[src/rtl/core/dldv_pkg.sv]
`default_nettype none

package dldv_pkg;

   localparam int CAPACITY = 16;
   localparam int IDX_W    = (CAPACITY > 1) ? $clog2(CAPACITY) : 1;
   localparam int CNT_W    = $clog2(CAPACITY + 1);
   localparam int SUM_W    = CNT_W + 1;
   localparam int VAL_W    = 32;
   localparam int CMD_W    = 3;
   localparam int STS_W    = 3;

   // command codes (req_tuser)
   localparam logic [CMD_W-1:0] CMD_INS_FRONT = 3'd0;
   localparam logic [CMD_W-1:0] CMD_INS_BACK  = 3'd1;
   localparam logic [CMD_W-1:0] CMD_DELETE    = 3'd2;
   localparam logic [CMD_W-1:0] CMD_READ_FWD  = 3'd3;
   localparam logic [CMD_W-1:0] CMD_READ_BWD  = 3'd4;

   // status codes (rsp_tuser)
   localparam logic [STS_W-1:0] STS_DONE  = 3'd0;
   localparam logic [STS_W-1:0] STS_FULL  = 3'd1;
   localparam logic [STS_W-1:0] STS_NONE  = 3'd2;
   localparam logic [STS_W-1:0] STS_ENTRY = 3'd3;
   localparam logic [STS_W-1:0] STS_EMPTY = 3'd4;

   // ring position: head plus logical offset, wrapped once
   function automatic logic [IDX_W-1:0] phys_addr(input logic [IDX_W-1:0] head,
                                                  input logic [CNT_W-1:0] lpos);
      logic [SUM_W-1:0] sum;
      sum = SUM_W'(head) + SUM_W'(lpos);
      if (sum >= SUM_W'(CAPACITY)) begin
         sum = sum - SUM_W'(CAPACITY);
      end
      return sum[IDX_W-1:0];
   endfunction

endpackage

`default_nettype wire

[src/rtl/core/deque_list_delete_by_value.sv]
// Each command is accepted in S_IDLE; a status then passes through S_STAT and a read through S_READ
//   into the output register; a read gives one beat per cycle while the receiver takes each beat.
// A delete searches from the front, then closes the gap through the store; receiver stalls
//   hold status and read beats in the output register. One command in flight at a time.
// Reset (synchronous, active high) empties the list, returns to idle and clears the output valid.
`default_nettype none

module deque_list_delete_by_value
   import dldv_pkg::*;
(
   input  wire logic             clock,
   input  wire logic             reset,
   // request channel
   input  wire logic             req_tvalid,
   output logic                  req_tready,
   input  wire logic [VAL_W-1:0] req_tdata,   // [31:0] operand_value
   input  wire logic [CMD_W-1:0] req_tuser,   // [2:0] command
   // response channel
   output logic                  rsp_tvalid,
   input  wire logic             rsp_tready,
   output logic [VAL_W-1:0]      rsp_tdata,   // [31:0] entry_value
   output logic [STS_W-1:0]      rsp_tuser,   // [2:0] status
   output logic                  rsp_tlast    // last_of_run
);

   typedef enum logic [2:0] {
      S_IDLE,
      S_STAT,    // single status beat pending
      S_SEARCH,  // walk from the front looking for a match
      S_SHIFT,   // close the gap, one entry per cycle
      S_READ     // stream entries out
   } state_type;

   // Entries live in a ring: logical position 0 (front) sits at hd_ff.
   logic [VAL_W-1:0] mem [CAPACITY];

   state_type        state_ff, state_in;
   logic [CNT_W-1:0] cnt_ff, cnt_in;
   logic [IDX_W-1:0] hd_ff, hd_in;
   logic [CNT_W-1:0] lpos_ff, lpos_in;   // logical position being worked on
   logic             fwd_ff, fwd_in;
   logic [STS_W-1:0] stat_ff, stat_in;
   logic [VAL_W-1:0] op_ff, op_in;
   logic [VAL_W-1:0] mem_q_ff;           // registered read of phys(lpos)

   logic             rsp_valid_ff, rsp_valid_in;
   logic [VAL_W-1:0] rsp_data_ff, rsp_data_in;
   logic [STS_W-1:0] rsp_user_ff, rsp_user_in;
   logic             rsp_last_ff, rsp_last_in;

   logic             mem_we;
   logic [IDX_W-1:0] mem_wa;
   logic [VAL_W-1:0] mem_wd;
   logic [IDX_W-1:0] mem_ra;

   logic             req_acc;
   logic             slot_free;
   logic             is_full;
   logic             rd_last;
   logic [IDX_W-1:0] hd_dec;

   assign req_tready = (state_ff == S_IDLE);
   assign req_acc    = req_tvalid && req_tready;
   assign slot_free  = !rsp_valid_ff || rsp_tready;
   assign is_full    = (cnt_ff == CNT_W'(CAPACITY));
   assign hd_dec     = (hd_ff == '0) ? IDX_W'(CAPACITY - 1) : hd_ff - 1'b1;
   assign rd_last    = fwd_ff ? (lpos_ff == cnt_ff - 1'b1) : (lpos_ff == '0);

   // read address follows the next logical position, so mem_q_ff holds its entry in the next cycle
   assign mem_ra = phys_addr(hd_ff, lpos_in);

   always_comb begin
      state_in     = state_ff;
      cnt_in       = cnt_ff;
      hd_in        = hd_ff;
      lpos_in      = lpos_ff;
      fwd_in       = fwd_ff;
      stat_in      = stat_ff;
      op_in        = op_ff;
      rsp_valid_in = rsp_valid_ff && !rsp_tready;
      rsp_data_in  = rsp_data_ff;
      rsp_user_in  = rsp_user_ff;
      rsp_last_in  = rsp_last_ff;
      mem_we       = 1'b0;
      mem_wa       = phys_addr(hd_ff, cnt_ff);
      mem_wd       = req_tdata;

      case (state_ff)
         S_IDLE: begin
            if (req_acc) begin
               op_in = req_tdata;
               case (req_tuser)
                  CMD_INS_FRONT: begin
                     state_in = S_STAT;
                     if (is_full) begin
                        stat_in = STS_FULL;
                     end else begin
                        stat_in = STS_DONE;
                        mem_we  = 1'b1;
                        mem_wa  = hd_dec;
                        hd_in   = hd_dec;
                        cnt_in  = cnt_ff + 1'b1;
                     end
                  end
                  CMD_INS_BACK: begin
                     state_in = S_STAT;
                     if (is_full) begin
                        stat_in = STS_FULL;
                     end else begin
                        stat_in = STS_DONE;
                        mem_we  = 1'b1;
                        cnt_in  = cnt_ff + 1'b1;
                     end
                  end
                  CMD_DELETE: begin
                     state_in = S_SEARCH;
                     lpos_in  = '0;
                  end
                  CMD_READ_FWD, CMD_READ_BWD: begin
                     fwd_in = (req_tuser == CMD_READ_FWD);
                     if (cnt_ff == '0) begin
                        state_in = S_STAT;
                        stat_in  = STS_EMPTY;
                     end else begin
                        state_in = S_READ;
                        lpos_in  = (req_tuser == CMD_READ_FWD) ? '0 : cnt_ff - 1'b1;
                     end
                  end
                  default: begin
                     // unused codes: dropped without a result
                  end
               endcase
            end
         end

         S_STAT: begin
            if (slot_free) begin
               rsp_valid_in = 1'b1;
               rsp_data_in  = '0;
               rsp_user_in  = stat_ff;
               rsp_last_in  = 1'b1;
               state_in     = S_IDLE;
            end
         end

         S_SEARCH: begin
            if (lpos_ff >= cnt_ff) begin
               stat_in  = STS_NONE;
               state_in = S_STAT;
            end else if (mem_q_ff == op_ff) begin
               state_in = S_SHIFT;
               lpos_in  = lpos_ff + 1'b1;
            end else begin
               lpos_in  = lpos_ff + 1'b1;
            end
         end

         S_SHIFT: begin
            // mem_q_ff holds entry lpos; move it down one place
            if (lpos_ff >= cnt_ff) begin
               cnt_in   = cnt_ff - 1'b1;
               stat_in  = STS_DONE;
               state_in = S_STAT;
            end else begin
               mem_we  = 1'b1;
               mem_wa  = phys_addr(hd_ff, lpos_ff - 1'b1);
               mem_wd  = mem_q_ff;
               lpos_in = lpos_ff + 1'b1;
            end
         end

         S_READ: begin
            if (slot_free) begin
               rsp_valid_in = 1'b1;
               rsp_data_in  = mem_q_ff;
               rsp_user_in  = STS_ENTRY;
               rsp_last_in  = rd_last;
               if (rd_last) begin
                  state_in = S_IDLE;
               end else begin
                  lpos_in = fwd_ff ? lpos_ff + 1'b1 : lpos_ff - 1'b1;
               end
            end
         end

         default: begin
            state_in = S_IDLE;
         end
      endcase
   end

   // entry storage: one write, one registered read per cycle
   always_ff @(posedge clock) begin
      if (mem_we) begin
         mem[mem_wa] <= mem_wd;
      end
      mem_q_ff <= mem[mem_ra];
   end

   always_ff @(posedge clock) begin
      if (reset) begin
         state_ff     <= S_IDLE;
         cnt_ff       <= '0;
         hd_ff        <= '0;
         lpos_ff      <= '0;
         rsp_valid_ff <= 1'b0;
      end else begin
         state_ff     <= state_in;
         cnt_ff       <= cnt_in;
         hd_ff        <= hd_in;
         lpos_ff      <= lpos_in;
         rsp_valid_ff <= rsp_valid_in;
      end
      fwd_ff      <= fwd_in;
      stat_ff     <= stat_in;
      op_ff       <= op_in;
      rsp_data_ff <= rsp_data_in;
      rsp_user_ff <= rsp_user_in;
      rsp_last_ff <= rsp_last_in;
   end

   assign rsp_tvalid = rsp_valid_ff;
   assign rsp_tdata  = rsp_data_ff;
   assign rsp_tuser  = rsp_user_ff;
   assign rsp_tlast  = rsp_last_ff;

`ifndef SYNTH
   a_cnt_bound: assert property (@(posedge clock) disable iff (reset)
      cnt_ff <= CNT_W'(CAPACITY))
      else $error("entry count above capacity");

   a_read_nonempty: assert property (@(posedge clock) disable iff (reset)
      (state_ff == S_READ) |-> (cnt_ff != '0) && (lpos_ff < cnt_ff))
      else $error("read position outside the list");

   a_shift_range: assert property (@(posedge clock) disable iff (reset)
      (state_ff == S_SHIFT) |-> (lpos_ff != '0) && (lpos_ff <= cnt_ff))
      else $error("close-up position out of range");

   a_insert_grows: assert property (@(posedge clock) disable iff (reset)
      (!reset && req_acc && !is_full &&
       (req_tuser == CMD_INS_FRONT || req_tuser == CMD_INS_BACK))
      |=> (cnt_ff == $past(cnt_ff) + 1'b1))
      else $error("insert did not grow the list");

   a_head_stable: assert property (@(posedge clock) disable iff (reset)
      (!reset && !(req_acc && req_tuser == CMD_INS_FRONT)) |=> $stable(hd_ff))
      else $error("head moved without a front insert");
`endif

endmodule

`default_nettype wire
[config.mk]
export PLATFORM = sky130hd
export DESIGN_NAME = deque_list_delete_by_value
export DESIGN_NICKNAME = d
export VERILOG_FILES = /design/src/rtl/core/dldv_pkg.sv /design/src/rtl/core/deque_list_delete_by_value.sv
export SDC_FILE = /design/constraint.sdc
export NUM_CORES = 1
export LEC_CHECK = 0
export BUFFER_PORTS_ARGS = -buffer_cell sky130_fd_sc_hd__buf_2
export CAP_MARGIN = 20
export CORE_ASPECT_RATIO = 1.4
export CORE_MARGIN = 5
export CORE_UTILIZATION = 45
export CTS_CLUSTER_SIZE = 8
export DETAILED_ROUTE_END_ITERATION = 10
export GPL_TIMING_DRIVEN = 0
export PLACE_DENSITY = 0.66
export SLEW_MARGIN = 10
export SYNTH_ARGS = -nofsm -noshare
export SYNTH_HDL_FRONTEND = slang
export SYNTH_SLANG_ARGS = --single-unit
[constraint.sdc]
create_clock -name clock -period 13.45 [get_ports clock]
set_clock_uncertainty 0.15 [all_clocks]
set_input_delay 2.69 -clock clock [delete_from_list [all_inputs] [get_ports clock]]
set_output_delay 2.69 -clock clock [all_outputs]
set_load 0.005 [all_outputs]
==> results.md <==
* Number of global-route vias before repair at 13900
* Pint at 3.71 mW
* Vias per Instance at 5.78
* Fillers at 4371
* Diode count at 0
* Crit Path Max Fanout at 10
* Critical Path Sink: mem_q_ff[29]
* Logic pwr share at 0.107
* I/O Buffers at 75
* Final Net Count at 1566
* Max Slew Vio Count at 0
* 1st-iter DRT viols at 1449
* Max-slew headroom at 0.208
* Die ar. at 61500 µm²
* FF+latch area at 18500 µm²
* Total core area at 56200 µm²
* Die height at 291 µm
* Die Wd at 211 µm
* RD Place Congestion at 0.889
* Slowest cell on crit path: clkbuf_1
* Worst Setup SP: req_tuser[1]
* Clock power frac at 0.423
* Sequential group share of total power at 0.470
* Largest net degree at the start of global routing at 21
* Max incr delay on CP at 0.79 ns
* Critical Path Start Type: input port
* FMAX at 143 MHz
* Starting density of the core at 0.453
* Post-CTS sizing at 0
* Fin crit period at 6.99 ns
* Peak supply drop at 0.0941 mV
* Sequential fraction of the synthesis area at 0.728
* Share of layout cells above drive strength 1 at 0.257
* Crit path depth at 13
* Via count at 13300
* Number of top-level pins at 77
* First-pass DRT Iterations at 5
* Worst Reg2Reg Path Length in Cells at 16
* Worst-path cell chain: buf_2 -> nor3b_1 -> or3b_1 -> o2111a_1 -> a31oi_1 -> ha_1 -> inv_1 -> fa_1 -> clkbuf_1 -> clkbuf_1 -> mux4_2 -> mux2i_1 -> mux2i_1
* Sw Share at 0.236
* DRT Wirelength at 63.9 mm
* Crit-path leading delay family: buffers and inverters
* Reg-to-reg endpoint: mem_q_ff[29]
* Worst-path clk slew at 0.05 ns
* Worst Setup End Kind: flip-flop
* Global-route wire length before repair at 93.7 mm
* Post-detail-place hpwl at 41.0 mm
* Residual DRC at 0
* Final setup fails at 0
* CTS tree: done
* Synthesized flop and latch total at 634
* WS Path Type: in2reg
* Gate Count Post-Synth at 1305
* Post-synth EDFFs at 584
* H-Tree Depth at 3
* Clk sinks at 634
* Endpoints failing hold at 0
* Status: finished, final reports clean
* Detail Route Antenna Nets at 0
* Site Rows at 103
* Overflow after GRT at 0
* Finished Core Util at 0.536
* RSZ-0062 raised after global routing: false
* CP Data Arrival Time at 7.30 ns
* Area delta synth->final at 18.3%
* Psw at 1.14 mW
* Bufs on Longest Clock Path at 3
* Crit share post-route at 0.519
* Area of the mapped netlist at 25500 µm²
* Worst hold margin at 0.357 ns
* Async S/R FF share, synth at 0
* Synth Flop Type: edfxtp_1
* WL/cell at 27.7 µm
* Initial antenna violation count at 2
* Final Total Pwr at 4.85 mW
* Worst-Margin Slew at 1.19 ns
* Max-cap violations at 0
* Worst-Skew Late Latency at 0.61 ns
* Hold Buf Count CTS at 0
* Worst Path Required at 13.76 ns
* Synthesized net count at 1367
* GRT Overall Usage at 0.208
* Cell Pwr Density at 161 nW/µm²
* Setup repair bufs after CTS at 0
* CTS buffer count at 89
* YS warnings at 0
* Fin Setup TNS at 0 ns
* Area taken by multi-input logic gates at 6720 µm²
* WP buf/inv at 4
* Post-Syn Area per Cell at 19.5 µm²
* Yosys cell types at 62
* CTS root buf: clkbuf_16
* Reg-to-Reg Start: cnt_ff[0]
* Reg2reg setup slack at 7.50 ns
* Leakage power at 10.5 nW
* Min-delay worst type: reg2reg
-- state kept, by name, summed over array words and instances, names as in the netlist, named ones only --
signal	count
mem_q_ff	32
mem	512
stat_ff	3
cnt_ff	5
hd_ff	4
op_ff	32
rsp_tdata	32
rsp_tvalid	1
state_ff	3
rsp_tuser	3
rsp_tlast	1
fwd_ff	1
lpos_ff	4
-- layer usage --
metal,part of all wire,GRT usage,up-vias
met5,0.00011,0,-
met4,0.033,0.0696,2
met3,0.069,0.0406,120
met2,0.52,0.354,546
met1,0.38,0.270,6952
li1,-,-,5696
-- Yosys cell counts (2+ instances only) --
library cell,n,area [µm²]
nor3_1,6,30.0
o21a_1,2,15.0
a21o_1,6,45.0
ha_1,20,250
nor2_1,46,173
a311oi_1,2,17.5
mux4_2,128,2880
nand2_1,22,82.6
o211ai_1,4,30.0
nand3_1,6,30.0
nor3b_1,3,22.5
and3_1,36,225
a21oi_1,26,130
mux2_2,33,372
nand4_1,6,37.5
nand2b_1,10,62.6
nor4_1,7,43.8
buf_1,13,48.8
inv_1,17,63.8
buf_6,5,56.3
fa_1,3,60.1
o21ai_0,15,75.1
buf_2,3,15.0
xnor2_1,30,263
a211oi_1,4,30.0
clkbuf_1,38,143
xor2_1,25,219
o31ai_1,5,37.5
nor2b_1,10,62.6
edfxtp_1,584,17500
and2_1,5,31.3
dfxtp_1,50,1000
mux2i_1,102,1020
or3_1,4,25.0
nor4bb_1,2,20.0
-- layout make-up --
| class | count | area share |
|---|---|---|
| clock inverter | 4 | 0.00212 |
| sequential | 634 | 0.615 |
| buffer | 61 | 0.00913 |
| multi-input combinational | 592 | 0.223 |
| inverter | 18 | 0.00228 |
| clock buffer | 150 | 0.0825 |
| timing repair buffer | 108 | 0.0353 |
| tap | 735 | 0.0305 |
-- worst min-delay path by stage --
stage	start	end	slack (ns)	cells past startpoint
CTS	stat_ff[0]	rsp_tuser[0]	0.36	1
global route	stat_ff[1]	rsp_tuser[1]	0.38	1
finish	stat_ff[0]	rsp_tuser[0]	0.36	1
detailed placement	stat_ff[0]	rsp_tuser[0]	0.35	1
floorplan	stat_ff[0]	rsp_tuser[0]	0.33	1
global placement	stat_ff[0]	rsp_tuser[0]	0.33	1
-- power by group through the flow --
stage               combinational, mW  clock [mW]  sequential, mW
global route                    0.552        2.18            2.29
CTS                             0.524        2.08            2.28
detailed placement              0.520           0            2.32
global placement                0.481           0            2.32
floorplan                       0.300           0            2.31
finish                          0.519        2.05            2.28
-- logic make-up after synthesis --
logic type | Yosys count | synth area share
xor+xnor | 58 | 0.0218
fa+ha+maj | 23 | 0.0122
compound gates | 78 | 0.0210
mux | 263 | 0.168
flops | 634 | 0.728
simple gates | 170 | 0.0357
buf+inv | 79 | 0.0135
-- cell usage in the layout, fill, tap and decap left out, drive strengths merged, types with 3 or more instances in the layout --
cell type	instances
a211oi	4
a21o	6
a21oi	26
and2	5
and3	36
buf	130
clkbuf	189
dfxtp	50
edfxtp	584
fa	3
ha	20
inv	19
mux2	33
mux2i	102
mux4	128
nand2	22
nand2b	10
nand3	6
nand4	6
nor2	46
nor2b	10
nor3	7
nor3b	4
nor4	7
o211ai	4
o21ai	15
o31ai	6
or3	4
xnor2	31
xor2	25
-- metrics by stage --
| stage | setup slack (ns) | std cells | instance area [µm²] |
|---|---|---|---|
| floorplan | 7.22 | 1305 | 25500 |
| global placement | 4.76 | 2115 | 26800 |
| detailed placement | 5.95 | 2145 | 27600 |
| CTS | 6.55 | 2299 | 30100 |
| global route | 6.33 | 2302 | 30100 |
| finish | 6.46 | 2302 | 30100 |
No activity file was read; power rests on OpenSTA's default activity.
